<file path="src/hw/rtl/tcae_pkg.sv">
// Shared constants and types for the torus cellular automaton engine.
package tcae_pkg;

    localparam int MAX_COLS_DEF = 64;
    localparam int MAX_ROWS_DEF = 64;

    localparam int CMD_W      = 3;
    localparam int COL_IN_W   = 6;
    localparam int ROW_IN_W   = 6;
    localparam int RULE_WORDS = 8;
    localparam int RULE_IDX_W = 3;
    localparam int RULE_W     = 64;
    localparam int COUNT_W    = 13;
    localparam int SIZE_W     = 7;
    localparam int CFG_IDX_W  = 2;
    localparam int CFG_DATA_W = 7;
    localparam int RESET_SIZE = 64;

    localparam logic [COUNT_W-1:0] COUNT_MAX = 13'd8191;

    localparam logic [CMD_W-1:0] CMD_STEP  = 3'd0;
    localparam logic [CMD_W-1:0] CMD_ERASE = 3'd1;
    localparam logic [CMD_W-1:0] CMD_READ  = 3'd2;
    localparam logic [CMD_W-1:0] CMD_WRITE = 3'd3;
    localparam logic [CMD_W-1:0] CMD_RULE  = 3'd4;

    localparam logic [CFG_IDX_W-1:0] CFG_WIDTH  = 2'd0;
    localparam logic [CFG_IDX_W-1:0] CFG_HEIGHT = 2'd1;
    localparam logic [CFG_IDX_W-1:0] CFG_PAUSED = 2'd2;

    // 512-entry rule table, word index selects the upper three index bits
    typedef logic [RULE_WORDS-1:0][RULE_W-1:0] t_rule;

endpackage

</file>
<file path="src/hw/rtl/tcae_ram.sv">
// Generic simple dual-port RAM with registered read.
module tcae_ram
    import tcae_pkg::*;
#(
    parameter int WIDTH = RULE_W,
    parameter int DEPTH = MAX_ROWS_DEF
) (
    input  logic                     i_clk,
    input  logic                     i_we,
    input  logic [$clog2(DEPTH)-1:0] i_waddr,
    input  logic [WIDTH-1:0]         i_wdata,
    input  logic [$clog2(DEPTH)-1:0] i_raddr,
    output logic [WIDTH-1:0]         o_rdata
);

    logic [WIDTH-1:0] r_mem [DEPTH];
    logic [WIDTH-1:0] r_rdata;

    always_ff @(posedge i_clk) begin
        if (i_we) begin
            r_mem[i_waddr] <= i_wdata;
        end
        r_rdata <= r_mem[i_raddr];
    end

    assign o_rdata = r_rdata;

endmodule

</file>
<file path="config.mk">
export PLATFORM = sky130hd
export DESIGN_NAME = tcae_ram
export DESIGN_NICKNAME = d
export VERILOG_FILES = /design/src/hw/rtl/tcae_pkg.sv /design/src/hw/rtl/tcae_ram.sv
export SDC_FILE = /design/constraint.sdc
export NUM_CORES = 2
export LEC_CHECK = 0
export BUFFER_PORTS_ARGS = -buffer_cell sky130_fd_sc_hd__clkbuf_2
export CAP_MARGIN = 15
export CORE_ASPECT_RATIO = 1.5
export CORE_UTILIZATION = 54
export CTS_CLUSTER_SIZE = 24
export DETAILED_ROUTE_END_ITERATION = 12
export GPL_TIMING_DRIVEN = 0
export PLACE_DENSITY = 0.7
export SKIP_CTS_REPAIR_TIMING = 1
export SLEW_MARGIN = 25
export SYNTH_ARGS = -nofsm -noshare
export SYNTH_HDL_FRONTEND = slang
export SYNTH_SLANG_ARGS = --single-unit
</file>
<file path="constraint.sdc">
create_clock -name i_clk -period 10.75 [get_ports i_clk]
set_clock_uncertainty 0.05 [all_clocks]
set_input_delay 1.075 -clock i_clk [delete_from_list [all_inputs] [get_ports i_clk]]
set_output_delay 1.075 -clock i_clk [all_outputs]
set_load 0.01 [all_outputs]
</file>
---- Yosys cells after proc, flatten, opt, wreduce, memory -nomap -nowiden ----
Memory sizes are Yosys's and may differ from the RTL's. A register that Yosys moved wholly into a read port is not among the register bits.
Cells that the tools add are included.
Widths: inputs -> output; s select.
storage, ports and cells
  RAM bits ................................ 4096
  input port bits ......................... 78
  output and inout bits ................... 64
  register bits ........................... 0
  logic and storage cells ................. 3
  memories ................................ 1
memory list
  memory  depth  bits a word  read ports  clocked after Yosys merged registers in  wr ports  RTL line        source
  r_mem   64     64           1           1                                        1         tcae_ram.sv:16  logic [WIDTH-1:0] r_mem [DEPTH];
cells by class
  mux-type cells .......................... 2
operators with widths
  kind    number
  $mux 1  2

---- Longest topological paths before layout ----
  depth in word-level cells ............... 2
  gate-level depth with buffers ........... 9
  gate-level depth less buffers ........... 5

---- Worst setup path after synthesis ----
No wires, ideal clock.
  path type ............................... input to register
  start point ............................. input port i_waddr[3]
  end point ............................... memory r_mem[48][0] in the netlist's numbering (enable)
  buffers on the path ..................... 1
  cell stages on the path ................. 4
  path slack .............................. 4.189 ns
  setup time .............................. 0.564 ns
  arrival ................................. 5.947 ns
  required time ........................... 10.136 ns
  cell sequence ........................... clkbuf_1 -> nor2b_1 -> nand4b_1 -> nor3_1
RTL lines
  element      RTL line        source
  from (decl)  tcae_ram.sv:10  input logic [$clog2(DEPTH)-1:0] i_waddr,
  to (decl)    tcae_ram.sv:16
No word-level cell before the write port.

==> flow_metrics.py <==
metrics = {
    "floorplanning": {
        "die-area_um2": 292000,
        "row_count": 241,
        "initial_core_util_pct": 54.4,
        "core_region_area_um2": 288000,
        "io_pins": 142,
        "fp.dieH_um": 661,
        "die_x_um": 441,
    },
    "yosys": {
        "yosys.area.top_type_share_pct": 78.7,
        "synth_fp_nets": 6676,
        "synth_top_family_by_area": "multiplexers",
        "yosysMostFrequentCell": "edfxtp_1",
        "synth_fa_ha_area_share_pct": 0,
        "yosysUniqueCellTypes": 33,
        "async_flop_share_pct": 0,
        "dominantRegCellSynth": "edfxtp_1",
        "yosysSeqAreaShare_pct": 79.5,
        "ys_warn_count": 0,
        "synth_edf_count": 4096,
        "synthSimpleGateAreaFrac_pct": 1.24,
        "synth_compound_area_share_pct": 2.48,
        "syn_inst": 6598,
        "synthTopCellsByArea": "edfxtp_1, mux4_2, mux2i_1",
        "synth_seq_cells": 4160,
        "synth_area_per_cell_um2": 23.7,
        "synth_mux_area_share_pct": 15.6,
        "synth-xor-area-share_pct": 0,
        "yosysTopAreaCell": "edfxtp_1",
        "synth_area_um2": 156000,
        "synth_top_cells_by_count": "edfxtp_1, mux4_2, buf_2",
    },
    "placement": {
        "io_buffer_count": 133,
        "placed_cells": 10800,
        "hpwlAfterDp_um": 297000,
        "place_area_um2": 169000,
        "pre_cts_ws_ns": 5.53,
        "place_congestion": 0.838,
    },
    "global_route": {
        "grt_max_degree": 65,
        "antenna_found_initial": 38,
        "grt_pass1_vias": 79600,
        "grtUsageTotal_pct": 30.4,
        "grt_pass1_wl_um": 607000,
        "overflow": 0,
    },
    "setup_path": {
        "start_kind": "primary input",
        "critical_path.slowest_cell": "a41oi_1",
        "max_stage_delay_ns": 0.89,
        "crit_path_max_fanout": 10,
        "path_common_cell": "buf_2",
        "crit_type": "primary input to flop",
        "reg2reg_slack_ns": 7.98,
        "setup.worst_path.end_class": "flop",
        "critPathRequiredTime_ns": 11.39,
        "path_cells": "buf_2, buf_4, buf_2, buf_2, buf_4, mux2i_1, o22ai_1, a41oi_1, a211oi_1",
        "rr_startpoint": "r_mem[46][6]",
        "critical_path_arrival_ns": 5.15,
        "r2r_cells": 5,
        "path_delay_family": "buffers and inverters",
        "worstReg2RegEnd": "o_rdata[6]",
        "crit_buf_inv": 5,
    },
    "layout": {
        "drive_gt1_share_pct": 30.0,
        "layout.nets": 7479,
        "instances_no_fill": 11500,
        "layout.core_utilization_pct": 63.0,
        "final_cell_area_um2": 181000,
        "area_growth_syn_to_layout_pct": 15.9,
    },
    "pwr": {
        "power.switching_mw": 7.14,
        "p_leak_nw": 56.9,
        "p_per_area_nw_per_um2": 183,
        "internal_power_mw": 26.1,
        "p_comb_share_pct": 5.3,
        "clockPowerShare_pct": 40.5,
        "vdd_drop_max_v": 0.000158,
        "swShare_pct": 21.5,
        "power.share.sequential_pct": 54.2,
    },
    "clock_network": {
        "clkSinkCount": 4160,
        "cts_made_buffers": 373,
        "cts_tree": "yes",
        "ctsRootBufferMaster": "clkbuf_16",
        "clockBufferDepth": 4,
        "clk-insertion-delay-late_ns": 0.91,
        "clkTransAtPathRegs_ns": 0.07,
        "htreeDepth": 5,
    },
    "sta": {
        "setup_slack_ns": 6.24,
        "worstMarginPinSlew_ns": 1.16,
        "fin_crit_sh_pct": 42.0,
        "hold_viol_final": 0,
        "rsz0062_at_grt": "false",
        "layout_min_cycle_time_ns": 4.51,
        "fmax_mhz": 222,
        "setup_violations": 0,
        "slew_headroom_pct": 21.8,
        "drv_slew": 0,
    },
    "routing": {
        "drt-total-wl_um": 442000,
        "drc": 0,
        "vias": 78000,
        "vias_per_cell": 6.79,
        "drt_iter0_markers": 10900,
        "dr.pass1.iters": 7,
        "wire_per_inst_um": 38.4,
        "ant_nets": 0,
    },
    "hold_path": {
        "min_to": "r_mem[28][1]",
        "hold_path_depth": 1,
        "min_path_type": "primary input to flop",
        "hold_start": "i_wdata[1]",
    },
    "outcome": {
        "status": "complete, no violations",
    },
    "run": {
        "max_cap_viol_count": 0,
    },
}
-- state kept, by name (all words and copies together) (netlist names) --
register and flops:
r_mem 4096, o_rdata 64
-- area by class of cell --
type | count | area [µm²]
clock inverters | 234 | 2240
plain buffers | 370 | 1790
clock buffers | 452 | 9910
multi-input cells | 2049 | 30700
flip-flops and latches | 4160 | 124000
inverters | 19 | 71.3
diodes | 17 | 42.5
well taps | 3766 | 4710
repair buffers | 428 | 7420
fillers | 18400 | 106000
-- per-layer routing --
metal	global-route usage, %	routed length, µm
met1	35.6	141000
met2	51.5	226000
met3	6.30	43600
met4	18.3	31600
met5	0	92
-- worst max path at each step --
stage / startpoint / endpoint / slack (ns) / cells after the start
after floorplan: i_waddr[3] / r_mem[48][0] / 4.19 / 4
final: i_raddr[2] / o_rdata[37] / 6.24 / 9
after detailed placement: i_raddr[4] / o_rdata[5] / 5.53 / 6
after global placement: i_waddr[3] / r_mem[49][35] / -3.05 / 4
after CTS: i_raddr[4] / o_rdata[5] / 6.44 / 6
after global routing: i_raddr[2] / o_rdata[37] / 6.44 / 9
-- logic make-up after synthesis --
group / after synthesis
flip-flops: 4160
multiplexers: 1159
AO/OA/AOI/OAI: 504
buffers and inverters: 389
AND/OR/NAND/NOR: 386
-- power groups by stage --
stage | clock network [mW] | registers [mW] | logic, mW
finish | 13.5 | 18.0 | 1.77
detailed placement | 0 | 18.3 | 1.74
CTS | 13.5 | 18.0 | 1.75
global route | 14.1 | 18.0 | 1.82
global placement | 0 | 18.4 | 1.64
floorplan | 0 | 18.4 | 0.836
-- per-stage QoR --
stage               setup TNS [ns]  total power [mW]  hold slack [ns]
finish                           0              33.2            0.650
global route                     0              33.9            0.654
CTS                              0              33.3            0.708
detailed placement               0              20.1            0.817
global placement           -383.79              20.0            0.809
floorplan                        0              19.2            0.738
-- cell usage in the layout, fill, tap and decap left out, types with 69 or more instances in the layout --
master	n
buf_4	73
edfxtp_1	4096
clkinv_1	81
a22o_1	88
a22oi_1	168
buf_12	129
buf_16	137
buf_2	173
o22ai_1	83
clkbuf_2	80
clkinv_2	69
mux4_2	1024
clkbuf_16	381
mux2i_1	135
clkbuf_1	191
Power figures use the tool's default switching activity.
